==> src/rtl/assert_macros.svh <==
// Assertion macros used by the evictor top module.
`ifndef ASSERT_MACROS_SVH
`define ASSERT_MACROS_SVH

// Same-cycle implication, sampled on clk, off while rst_n is low.
`define ASSERT_IMP(lbl, ante, cons, msg) \
    lbl: assert property (@(posedge clk) disable iff (!rst_n) (ante) |-> (cons)) \
        else $error(msg);

// Next-cycle implication, sampled on clk, off while rst_n is low.
`define ASSERT_NXT(lbl, ante, cons, msg) \
    lbl: assert property (@(posedge clk) disable iff (!rst_n) (ante) |=> (cons)) \
        else $error(msg);

`endif

==> src/rtl/lbe_pkg.sv <==
// Types, constants and helpers for the LRU budget evictor.
package lbe_pkg;

    localparam int NUM_SLOTS    = 16;
    localparam int SLOT_W       = $clog2(NUM_SLOTS);
    localparam int CNT_W        = 32;
    localparam int TICK_W       = 64;
    localparam int TOT_W        = CNT_W + SLOT_W;
    localparam int OUT_TOT_W    = 36;
    localparam int SAT_W        = (TOT_W > OUT_TOT_W) ? TOT_W : OUT_TOT_W;
    localparam int MAX_RESULTS  = 16;
    localparam int RES_W        = $clog2(MAX_RESULTS + 1);
    localparam int PIN_W        = 16;
    localparam int SLOT_FIELD_W = 4;

    localparam logic [OUT_TOT_W-1:0] TOTAL_MAX = {OUT_TOT_W{1'b1}};

    typedef enum logic [1:0] {
        REQ_SET_COUNT = 2'd0,
        REQ_TOUCH     = 2'd1,
        REQ_ENFORCE   = 2'd2,
        REQ_FORGET    = 2'd3
    } lbe_req_t;

    typedef struct packed {
        lbe_req_t                  req_type;
        logic [SLOT_FIELD_W-1:0]   slot;
        logic [CNT_W-1:0]          change_count;
        logic [PIN_W-1:0]          pin_mask;
    } lbe_in_t;

    typedef struct packed {
        logic                      victim_valid;
        logic [SLOT_FIELD_W-1:0]   victim_slot;
        logic [OUT_TOT_W-1:0]      total_loaded;
        logic                      still_over;
        logic                      last;
    } lbe_out_t;

    function automatic logic [OUT_TOT_W-1:0] sat_total(input logic [TOT_W-1:0] t);
        logic [SAT_W-1:0] w;
        w = SAT_W'(t);
        sat_total = (w > SAT_W'(TOTAL_MAX)) ? TOTAL_MAX : OUT_TOT_W'(w);
    endfunction

endpackage

==> src/rtl/lru_budget_evictor_top.sv <==
// LRU budget evictor: slot table in RAM, sequential oldest-victim scan.
//
//   channel | signals                      | beat
//   --------+------------------------------+---------------------------------
//   in      | in_valid, in_stall, in_data  | one request (lbe_in_t)
//   out     | out_valid, out_stall,        | one result (lbe_out_t)
//           | out_data                     |
//   cfg     | cfg_we, cfg_wdata            | budget register write
//
// Set count reads the slot's old count, then writes the new one; touch writes
// the tick; forget and an enforce with nothing to do go straight to output.
// An enforce makes one pass over the slot RAMs per eviction, then update and
// output; a pass with no victim ends it. Up to 16 evictions per enforce.
// Reset clears per-slot valid bits at once; there is no clearing pass.
// Results wait in one output register; a new request is taken once the last
// result of the previous one has been registered.
`include "assert_macros.svh"

module lru_budget_evictor_top (
    input  logic                clk,
    input  logic                rst_n,
    input  logic                in_valid,
    output logic                in_stall,
    input  lbe_pkg::lbe_in_t    in_data,
    output logic                out_valid,
    input  logic                out_stall,
    output lbe_pkg::lbe_out_t   out_data,
    input  logic                cfg_we,
    input  logic [35:0]         cfg_wdata
);

    localparam int NUM_SLOTS   = lbe_pkg::NUM_SLOTS;
    localparam int SLOT_W      = lbe_pkg::SLOT_W;
    localparam int CNT_W       = lbe_pkg::CNT_W;
    localparam int TICK_W      = lbe_pkg::TICK_W;
    localparam int TOT_W       = lbe_pkg::TOT_W;
    localparam int OUT_TOT_W   = lbe_pkg::OUT_TOT_W;
    localparam int SAT_W       = lbe_pkg::SAT_W;
    localparam int RES_W       = lbe_pkg::RES_W;
    localparam int PIN_W       = lbe_pkg::PIN_W;
    localparam int SF_W        = lbe_pkg::SLOT_FIELD_W;
    localparam logic [SLOT_W:0] SCAN_END = (SLOT_W + 1)'(NUM_SLOTS);
    localparam logic [RES_W-1:0] RES_MAX = RES_W'(lbe_pkg::MAX_RESULTS);

    typedef enum logic [7:0] {
        ST_IDLE   = 8'b0000_0001,
        ST_SET_RD = 8'b0000_0010,
        ST_SET_WR = 8'b0000_0100,
        ST_TOUCH  = 8'b0000_1000,
        ST_SCAN   = 8'b0001_0000,
        ST_EVICT  = 8'b0010_0000,
        ST_NEXT   = 8'b0100_0000,
        ST_EMIT   = 8'b1000_0000
    } state_t;

    state_t                   state_reg, state_next;
    lbe_pkg::lbe_in_t         req_reg, req_next;
    logic [OUT_TOT_W-1:0]     limit_reg, limit_next;
    logic [TOT_W-1:0]         total_reg, total_next;
    logic [TICK_W-1:0]        tick_clk_reg, tick_clk_next;
    logic [NUM_SLOTS-1:0]     cnt_vld_reg, cnt_vld_next;
    logic [NUM_SLOTS-1:0]     tick_vld_reg, tick_vld_next;
    logic [SLOT_W:0]          scan_cnt_reg, scan_cnt_next;
    logic                     cmp_pend_reg, cmp_pend_next;
    logic [SLOT_W-1:0]        cmp_idx_reg, cmp_idx_next;
    logic                     found_reg, found_next;
    logic [SLOT_W-1:0]        best_idx_reg, best_idx_next;
    logic [TICK_W-1:0]        best_tick_reg, best_tick_next;
    logic [CNT_W-1:0]         best_cnt_reg, best_cnt_next;
    logic                     pend_vld_reg, pend_vld_next;
    logic [SLOT_W-1:0]        pend_slot_reg, pend_slot_next;
    logic [RES_W-1:0]         n_reg, n_next;
    logic                     cont_reg, cont_next;
    logic                     over_reg, over_next;
    lbe_pkg::lbe_out_t        res_reg, res_next;
    logic                     out_valid_reg, out_valid_next;
    lbe_pkg::lbe_out_t        out_data_reg, out_data_next;

    logic                     in_acc;
    logic                     in_slot_ok;
    logic                     out_free;
    logic [SLOT_W-1:0]        ram_raddr;
    logic [SLOT_W-1:0]        ram_waddr;
    logic                     cnt_we;
    logic [CNT_W-1:0]         cnt_rdata;
    logic                     tick_we;
    logic [TICK_W-1:0]        tick_wdata;
    logic [TICK_W-1:0]        tick_rdata;
    logic [CNT_W-1:0]         cnt_eff;
    logic [TICK_W-1:0]        tick_eff;
    logic [SF_W-1:0]          pin_idx;
    logic                     pinned;
    logic                     cand;
    logic [TOT_W-1:0]         evict_total;
    logic [RES_W-1:0]         n_inc;
    logic                     evict_over;

    function automatic lbe_pkg::lbe_out_t mk_res(
        input logic               vv,
        input logic [SLOT_W-1:0]  vs,
        input logic [TOT_W-1:0]   tot,
        input logic               so,
        input logic               lst
    );
        lbe_pkg::lbe_out_t r;
        r.victim_valid = vv;
        r.victim_slot  = SF_W'(vs);
        r.total_loaded = lbe_pkg::sat_total(tot);
        r.still_over   = so;
        r.last         = lst;
        mk_res = r;
    endfunction

    lbe_ram #(.WIDTH(CNT_W), .DEPTH(NUM_SLOTS)) u_cnt_ram (
        .clk   (clk),
        .we    (cnt_we),
        .waddr (ram_waddr),
        .wdata (req_reg.change_count),
        .raddr (ram_raddr),
        .rdata (cnt_rdata)
    );

    lbe_ram #(.WIDTH(TICK_W), .DEPTH(NUM_SLOTS)) u_tick_ram (
        .clk   (clk),
        .we    (tick_we),
        .waddr (ram_waddr),
        .wdata (tick_wdata),
        .raddr (ram_raddr),
        .rdata (tick_rdata)
    );

    assign in_stall   = (state_reg != ST_IDLE);
    assign in_acc     = in_valid && (state_reg == ST_IDLE);
    assign in_slot_ok = (int'(in_data.slot) < NUM_SLOTS);
    assign out_free   = !out_valid_reg || !out_stall;
    assign out_valid  = out_valid_reg;
    assign out_data   = out_data_reg;

    assign ram_waddr  = SLOT_W'(req_reg.slot);
    assign ram_raddr  = (state_reg == ST_SET_RD) ? ram_waddr : scan_cnt_reg[SLOT_W-1:0];
    assign tick_wdata = tick_clk_reg + TICK_W'(1);

    assign cnt_eff  = cnt_vld_reg[cmp_idx_reg] ? cnt_rdata : '0;
    assign tick_eff = tick_vld_reg[cmp_idx_reg] ? tick_rdata : '0;
    assign pin_idx  = SF_W'(cmp_idx_reg);
    assign pinned   = (int'(cmp_idx_reg) < PIN_W) && req_reg.pin_mask[pin_idx];
    assign cand     = cmp_pend_reg && (cnt_eff != '0) && !pinned;

    assign evict_total = total_reg - TOT_W'(best_cnt_reg);
    assign n_inc       = n_reg + RES_W'(1);
    assign evict_over  = SAT_W'(evict_total) > SAT_W'(limit_reg);

    always_comb
    begin
        state_next     = state_reg;
        req_next       = req_reg;
        limit_next     = cfg_we ? cfg_wdata : limit_reg;
        total_next     = total_reg;
        tick_clk_next  = tick_clk_reg;
        cnt_vld_next   = cnt_vld_reg;
        tick_vld_next  = tick_vld_reg;
        scan_cnt_next  = scan_cnt_reg;
        cmp_pend_next  = cmp_pend_reg;
        cmp_idx_next   = cmp_idx_reg;
        found_next     = found_reg;
        best_idx_next  = best_idx_reg;
        best_tick_next = best_tick_reg;
        best_cnt_next  = best_cnt_reg;
        pend_vld_next  = pend_vld_reg;
        pend_slot_next = pend_slot_reg;
        n_next         = n_reg;
        cont_next      = cont_reg;
        over_next      = over_reg;
        res_next       = res_reg;
        out_data_next  = out_data_reg;
        out_valid_next = out_valid_reg && out_stall;
        cnt_we         = 1'b0;
        tick_we        = 1'b0;

        if (cand && (!found_reg || (tick_eff < best_tick_reg)))
        begin
            found_next     = 1'b1;
            best_idx_next  = cmp_idx_reg;
            best_tick_next = tick_eff;
            best_cnt_next  = cnt_eff;
        end

        unique case (state_reg)
            ST_IDLE:
            begin
                if (in_acc)
                begin
                    req_next = in_data;
                    res_next = mk_res(1'b0, '0, total_reg, 1'b0, 1'b1);
                    state_next = ST_EMIT;
                    unique case (in_data.req_type)
                        lbe_pkg::REQ_SET_COUNT:
                        begin
                            if (in_slot_ok)
                            begin
                                state_next = ST_SET_RD;
                            end
                        end
                        lbe_pkg::REQ_TOUCH:
                        begin
                            if (in_slot_ok)
                            begin
                                state_next = ST_TOUCH;
                            end
                        end
                        lbe_pkg::REQ_FORGET:
                        begin
                            tick_vld_next = '0;
                        end
                        lbe_pkg::REQ_ENFORCE:
                        begin
                            n_next        = '0;
                            pend_vld_next = 1'b0;
                            if ((limit_reg != '0) && (SAT_W'(total_reg) > SAT_W'(limit_reg)))
                            begin
                                scan_cnt_next = '0;
                                cmp_pend_next = 1'b0;
                                found_next    = 1'b0;
                                state_next    = ST_SCAN;
                            end
                        end
                        default:
                        begin
                            state_next = ST_EMIT;
                        end
                    endcase
                end
            end
            ST_SET_RD:
            begin
                state_next = ST_SET_WR;
            end
            ST_SET_WR:
            begin
                cnt_we                  = 1'b1;
                cnt_vld_next[ram_waddr] = 1'b1;
                total_next = total_reg
                           - TOT_W'(cnt_vld_reg[ram_waddr] ? cnt_rdata : '0)
                           + TOT_W'(req_reg.change_count);
                res_next   = mk_res(1'b0, '0, total_next, 1'b0, 1'b1);
                state_next = ST_EMIT;
            end
            ST_TOUCH:
            begin
                tick_we                  = 1'b1;
                tick_clk_next            = tick_wdata;
                tick_vld_next[ram_waddr] = 1'b1;
                state_next               = ST_EMIT;
            end
            ST_SCAN:
            begin
                cmp_idx_next  = scan_cnt_reg[SLOT_W-1:0];
                cmp_pend_next = (scan_cnt_reg != SCAN_END);
                if (scan_cnt_reg != SCAN_END)
                begin
                    scan_cnt_next = scan_cnt_reg + (SLOT_W + 1)'(1);
                end
                else
                begin
                    state_next = ST_EVICT;
                end
            end
            ST_EVICT:
            begin
                if (!found_reg)
                begin
                    res_next   = mk_res(pend_vld_reg, pend_vld_reg ? pend_slot_reg : '0,
                                        total_reg, 1'b1, 1'b1);
                    state_next = ST_EMIT;
                end
                else
                begin
                    total_next                  = evict_total;
                    cnt_vld_next[best_idx_reg]  = 1'b0;
                    tick_vld_next[best_idx_reg] = 1'b0;
                    n_next                      = n_inc;
                    over_next                   = evict_over;
                    cont_next                   = evict_over && (n_inc < RES_MAX);
                    if (pend_vld_reg)
                    begin
                        res_next   = mk_res(1'b1, pend_slot_reg, evict_total, 1'b0, 1'b0);
                        state_next = ST_EMIT;
                    end
                    else
                    begin
                        state_next = ST_NEXT;
                    end
                end
            end
            ST_NEXT:
            begin
                if (cont_reg)
                begin
                    pend_vld_next  = 1'b1;
                    pend_slot_next = best_idx_reg;
                    scan_cnt_next  = '0;
                    cmp_pend_next  = 1'b0;
                    found_next     = 1'b0;
                    state_next     = ST_SCAN;
                end
                else
                begin
                    res_next   = mk_res(1'b1, best_idx_reg, total_reg, over_reg, 1'b1);
                    state_next = ST_EMIT;
                end
            end
            ST_EMIT:
            begin
                if (out_free)
                begin
                    out_valid_next = 1'b1;
                    out_data_next  = res_reg;
                    state_next     = res_reg.last ? ST_IDLE : ST_NEXT;
                end
            end
            default:
            begin
                state_next = ST_IDLE;
            end
        endcase
    end

    always_ff @(posedge clk or negedge rst_n)
    begin
        if (!rst_n)
        begin
            state_reg     <= ST_IDLE;
            limit_reg     <= '0;
            total_reg     <= '0;
            tick_clk_reg  <= '0;
            cnt_vld_reg   <= '0;
            tick_vld_reg  <= '0;
            scan_cnt_reg  <= '0;
            cmp_pend_reg  <= 1'b0;
            found_reg     <= 1'b0;
            pend_vld_reg  <= 1'b0;
            n_reg         <= '0;
            cont_reg      <= 1'b0;
            over_reg      <= 1'b0;
            out_valid_reg <= 1'b0;
        end
        else
        begin
            state_reg     <= state_next;
            limit_reg     <= limit_next;
            total_reg     <= total_next;
            tick_clk_reg  <= tick_clk_next;
            cnt_vld_reg   <= cnt_vld_next;
            tick_vld_reg  <= tick_vld_next;
            scan_cnt_reg  <= scan_cnt_next;
            cmp_pend_reg  <= cmp_pend_next;
            found_reg     <= found_next;
            pend_vld_reg  <= pend_vld_next;
            n_reg         <= n_next;
            cont_reg      <= cont_next;
            over_reg      <= over_next;
            out_valid_reg <= out_valid_next;
        end
    end

    always_ff @(posedge clk)
    begin
        req_reg       <= req_next;
        cmp_idx_reg   <= cmp_idx_next;
        best_idx_reg  <= best_idx_next;
        best_tick_reg <= best_tick_next;
        best_cnt_reg  <= best_cnt_next;
        pend_slot_reg <= pend_slot_next;
        res_reg       <= res_next;
        out_data_reg  <= out_data_next;
    end

    `ASSERT_IMP(a_mid_beat_has_victim, out_valid_reg && !out_data_reg.last, out_data_reg.victim_valid, "non-final beat without victim")
    `ASSERT_IMP(a_still_over_on_last, out_valid_reg && out_data_reg.still_over, out_data_reg.last, "still_over on non-final beat")
    `ASSERT_IMP(a_victim_loaded, (state_reg == ST_EVICT) && found_reg, best_cnt_reg != '0, "evicting an empty slot")
    `ASSERT_NXT(a_forget_clears, in_acc && (in_data.req_type == lbe_pkg::REQ_FORGET), tick_vld_reg == '0, "forget left ticks")

endmodule

==> src/rtl/lbe_ram.sv <==
// Generic single-write, single-read RAM with registered read data.
module lbe_ram #(
    parameter int WIDTH = 32,
    parameter int DEPTH = 16
) (
    input  logic                     clk,
    input  logic                     we,
    input  logic [$clog2(DEPTH)-1:0] waddr,
    input  logic [WIDTH-1:0]         wdata,
    input  logic [$clog2(DEPTH)-1:0] raddr,
    output logic [WIDTH-1:0]         rdata
);

    logic [WIDTH-1:0] mem [DEPTH];

    always_ff @(posedge clk)
    begin
        if (we)
        begin
            mem[waddr] <= wdata;
        end
        rdata <= mem[raddr];
    end

endmodule
==> config.mk <==
export PLATFORM = sky130hd
export DESIGN_NAME = lru_budget_evictor_top
export DESIGN_NICKNAME = d
export VERILOG_FILES = /design/src/rtl/lbe_pkg.sv /design/src/rtl/lru_budget_evictor_top.sv /design/src/rtl/lbe_ram.sv
export VERILOG_INCLUDE_DIRS = /design/src /design/src/rtl
export SDC_FILE = /design/constraint.sdc
export NUM_CORES = 2
export LEC_CHECK = 0
export ABC_CLOCK_PERIOD_IN_PS = 11300
export BUFFER_PORTS_ARGS = -buffer_cell sky130_fd_sc_hd__buf_4
export CORE_MARGIN = 3
export CORE_UTILIZATION = 40
export CTS_CLUSTER_SIZE = 24
export DETAILED_ROUTE_END_ITERATION = 6
export PLACE_DENSITY = 0.64
export REMOVE_ABC_BUFFERS = 1
export SLEW_MARGIN = 15
export SYNTH_ARGS = -nofsm -noshare
export SYNTH_HDL_FRONTEND = slang
export SYNTH_SLANG_ARGS = --single-unit
==> constraint.sdc <==
create_clock -name clk -period 11.3 [get_ports clk]
set_input_delay 2.26 -clock clk [delete_from_list [all_inputs] [get_ports clk]]
set_output_delay 2.26 -clock clk [all_outputs]
set_load 0.01 [all_outputs]
==> metrics list <==
- Sequential fraction of the synthesis area: 0.6944
- Category of the worst setup path capture point: flip-flop
- Cell area reported after detailed placement: 91520 µm²
- Post-detailed-route wirelength per cell: 24.87 µm
- In this run, post-CTS hold repair placed 0 buffers.
* Initial standard-cell utilization of the core: 0.4034
- Clock tree synthesis found a total of 2070 sinks.
- Clock Latency Late Sink: 0.85 ns
* Final min period: 6.124 ns
- Max reg flops: 1024
* Power density relative to cell area: 225.9 nW/µm²
- Measured on the finished design, the core utilization comes to 0.4573.
- The global routing stage identified its most utilized layer as met2.
- The count of final hold-check violations was 0.
- For the pin with the worst max-slew slack, the measured transition is 1.179 ns.
- For this run, design rule violations remaining after detail routing come to 0.
- The first detailed-routing pass took 5 iterations.
* Crit Path Class: flip-flop to flip-flop
* Area growth, synth to finish: 13.36%
* Most used DFF post-synth: sky130_fd_sc_hd__edfxtp_1
* Buffer count from post-CTS setup fixing: 0
* Post-synth ARST share: 0.09275
- 1st-iter DRT viols: 4515
- Worst Path Required: 11.85 ns
* Outcome: complete, no violations
- Final slew viol count: 0
- Ratio of cells with drive above 1 in the final layout: 0.1945
- Clock transition at the register clock pins on the worst setup and hold paths after CTS: 0.06 ns
- For this run, the total global-route usage over all layers was measured as 0.1874.
* Origin of the critical flop-to-flop path: ram_waddr[0]
- Num CTS Buffers: 197
- CP max FO: 32
* Leading cell type in the layout, fill and taps excluded: sky130_fd_sc_hd__edfxtp_1
- In this run the standard cell core region covers 215000 µm².
- Top flop regs: u_tick_ram.mem: 1024 flops, u_cnt_ram.mem: 512 flops
- H-tree levels: 4
* Largest area contributor in the netlist: sky130_fd_sc_hd__edfxtp_1
- Total Die Area: 222500 µm²
- Final routed wirelength across all metal layers: 210.2 mm
- Number of placed instances with taps included: 8070
- Placer congestion estimate: 0.8727
- In this run the tightest slew margin relative to its limit is 0.2081.
* Worst-case reg-to-reg path depth: 16
- Dividing the detail-routed via count by the number of cells gives 5.580.
- The count of buffers added on input and output ports is 139.
* GR Util met3: 0.03146
- The die is 471.7 µm wide.
- Critical Path Source Type: flip-flop
* Worst hold-check path type: flip-flop to flip-flop
- Cell area after synthesis: 86760 µm²
- The first global-routing pass estimated 314.1 mm of wire.
- In this run the register-to-register setup slack is 5.18 ns.
- The worst hold path terminates at out_data[36].
* Syn avg cell area: 16.60 µm²
* Worst hold path stage count: 0
- CTS tree: built
* Clock tree skew after final layout: 0.03960 ns
- Number of different library cells in the post-synthesis netlist: 78
* Number of endpoints failing setup at the final stage: 0
* Antenna violations before repair: 14
- In the global route stage, met1 resource usage came out at 0.2764.
- At the worst endpoint, the arrival time is 6.68 ns.
- Die Height: 471.7 µm
* Count of warnings emitted by yosys: 0
- Derived from the worst setup path, the maximum achievable clock frequency is 163.3 MHz.
- Period utilization: 0.5419
* Met2 track demand over resource in global routing: 0.2912
- After synthesis, the cell types taking the most area are sky130_fd_sc_hd__edfxtp_1 (62%), sky130_fd_sc_hd__mux4_2 (10%), sky130_fd_sc_hd__dfrtp_1 (5.5%), sky130_fd_sc_hd__ha_1 (3.0%), sky130_fd_sc_hd__dfxtp_1 (2.2%).
- Yosys mapped a number of flops with a built-in enable equal to 1782.
- Entering global routing, the biggest net connects 109 pins.
* Resized Gates After CTS: 0
* Post-route insts no fill: 8450
- Top library cells by usage in the layout, fill and taps aside: sky130_fd_sc_hd__edfxtp_1 (1782), sky130_fd_sc_hd__mux4_2 (403), sky130_fd_sc_hd__nand2_1 (391)
* CTS Root Buffer Type: sky130_fd_sc_hd__clkbuf_16
- DP Wirelength: 120.7 mm
- After the last flow step, the layout net total stands at 5769.
- For this design the static power due to leakage is 37.62 nW.
- Across the run, the number of max-cap violations was 0.
* Most flops, register: u_tick_ram.mem
- Maximum ir drop on the vdd rail: 0.0001875 V
- Finished Cell Area: 98340 µm²
- The worst hold path begins at res_reg[36].
- Setup repair after global routing left no endpoint under its margin.
- Of the post-synthesis cell area, the dominant cell type holds 0.6168.
- Critical register-to-register path endpoint: res_reg[37]
- Synthesized flop and latch total: 2070
- In this run the deepest clock path goes through 3 buffers.
- The routed layout has 47147 vias.
- GRT overflow: 0
- The via count of the first global-routing pass came to 47354.
* Number of standard-cell rows in the floorplan: 170
- Synthesis produced 5226 cells.
* Final antenna-violating net count: 0
- During I/O placement, the number of pins put on the boundary was 140.
## power breakdown
part | internal, W | total, W | switching [W]
combinational | 0.00247 | 0.00612 | 0.00365
clock | 0.00381 | 0.00664 | 0.00283
sequential | 0.00893 | 0.00945 | 0.000526
## Yosys cell counts, types with 18 or more instances
cell                       instances
sky130_fd_sc_hd__edfxtp_1       1782
sky130_fd_sc_hd__mux4_2          403
sky130_fd_sc_hd__nand2_1         391
sky130_fd_sc_hd__inv_1           290
sky130_fd_sc_hd__and2_1          231
sky130_fd_sc_hd__ha_1            210
sky130_fd_sc_hd__dfrtp_1         191
sky130_fd_sc_hd__nor2_1          153
sky130_fd_sc_hd__clkbuf_1        148
sky130_fd_sc_hd__o21ai_0         146
sky130_fd_sc_hd__a21oi_1         129
sky130_fd_sc_hd__a31oi_1         117
sky130_fd_sc_hd__xnor2_1         111
sky130_fd_sc_hd__dfxtp_1          96
sky130_fd_sc_hd__xor2_1           82
sky130_fd_sc_hd__a21o_1           80
sky130_fd_sc_hd__a211oi_1         64
sky130_fd_sc_hd__nand3_1          57
sky130_fd_sc_hd__nand4_1          51
sky130_fd_sc_hd__a211oi_2         39
sky130_fd_sc_hd__buf_2            34
sky130_fd_sc_hd__fa_1             33
sky130_fd_sc_hd__buf_1            30
sky130_fd_sc_hd__nor3_1           27
sky130_fd_sc_hd__nor4_1           25
sky130_fd_sc_hd__nor2b_1          24
sky130_fd_sc_hd__o221ai_1         21
sky130_fd_sc_hd__a22oi_1          18
## logic make-up (layout without fill, tap and decap cells)
group / after synthesis / in the layout / share of synthesized area
compound gates: 742 / 742 / 0.05857
mux: 412 / 412 / 0.1057
other cells: 0 / 8 / 0
flops: 2070 / 2070 / 0.6944
fa+ha+maj: 243 / 243 / 0.03790
xor+xnor: 193 / 193 / 0.01948
buf+inv: 525 / 903 / 0.02450
simple gates: 1041 / 1041 / 0.05951
## metal layers
metal | vias up | wire length, µm
li1 | 20594 | -
met1 | 24590 | 93930
met2 | 1683 | 97560
met3 | 274 | 14170
met4 | 6 | 4467
met5 | - | 41
## worst max-delay path by stage
stage                 startpoint                    to  slack, ns  cells past startpoint
floorplan           state_reg[3]  u_tick_ram.rdata[10]     -27.78                      7
global placement    ram_waddr[0]           res_reg[34]       5.37                     16
detailed placement  ram_waddr[0]           res_reg[37]       5.31                     16
CTS                 ram_waddr[0]           res_reg[37]       5.31                     16
global route        ram_waddr[0]           res_reg[37]       4.80                     16
finish              ram_waddr[0]           res_reg[37]       5.18                     16
## layout make-up
cell class,count,area [µm²]
clock inverter,102,1025
inverter,290,1089
timing repair buffer,241,1879
tap,2838,3551
multi-input combinational,2631,25000
fill,18230,116700
antenna,8,20.02
sequential,2070,60240
clock buffer,270,5540
## worst max-delay path, cell delays in order (launching register included)
cell and delay (ns):
sky130_fd_sc_hd__edfxtp_1 0.73, sky130_fd_sc_hd__mux4_2 0.59, sky130_fd_sc_hd__mux4_2 0.75, sky130_fd_sc_hd__and2_1 0.29
sky130_fd_sc_hd__fa_1 0.50, sky130_fd_sc_hd__inv_1 0.05, sky130_fd_sc_hd__ha_1 0.38, sky130_fd_sc_hd__a21o_1 0.14
sky130_fd_sc_hd__a21oi_1 0.07, sky130_fd_sc_hd__a21boi_0 0.44, sky130_fd_sc_hd__a31o_2 0.30, sky130_fd_sc_hd__a311oi_1 0.16
sky130_fd_sc_hd__nor2_1 0.29, sky130_fd_sc_hd__o21ai_0 0.29, sky130_fd_sc_hd__o41ai_1 0.53, sky130_fd_sc_hd__xor2_1 0.23
sky130_fd_sc_hd__o211ai_1 0.10
## stage by stage
| stage | power (W) | TNS [ns] | setup slack [ns] | hold slack (ns) |
|---|---|---|---|---|
| 6_report | 0.02221 | 0 | 5.176 | 0.4136 |
| 5_1_grt | 0.02331 | 0 | 4.803 | 0.4254 |
| 4_1_cts | 0.02232 | 0 | 5.308 | 0.4150 |
| 3_5_place_dp | 0.01569 | 0 | 5.314 | 0.4062 |
| 3_3_place_gp | 0.01560 | 0 | 5.371 | 0.4038 |
| 2_1_floorplan | 0.01408 | -2815.92 | -27.78 | 0.4003 |
No activity file was read; power rests on OpenSTA's default activity.
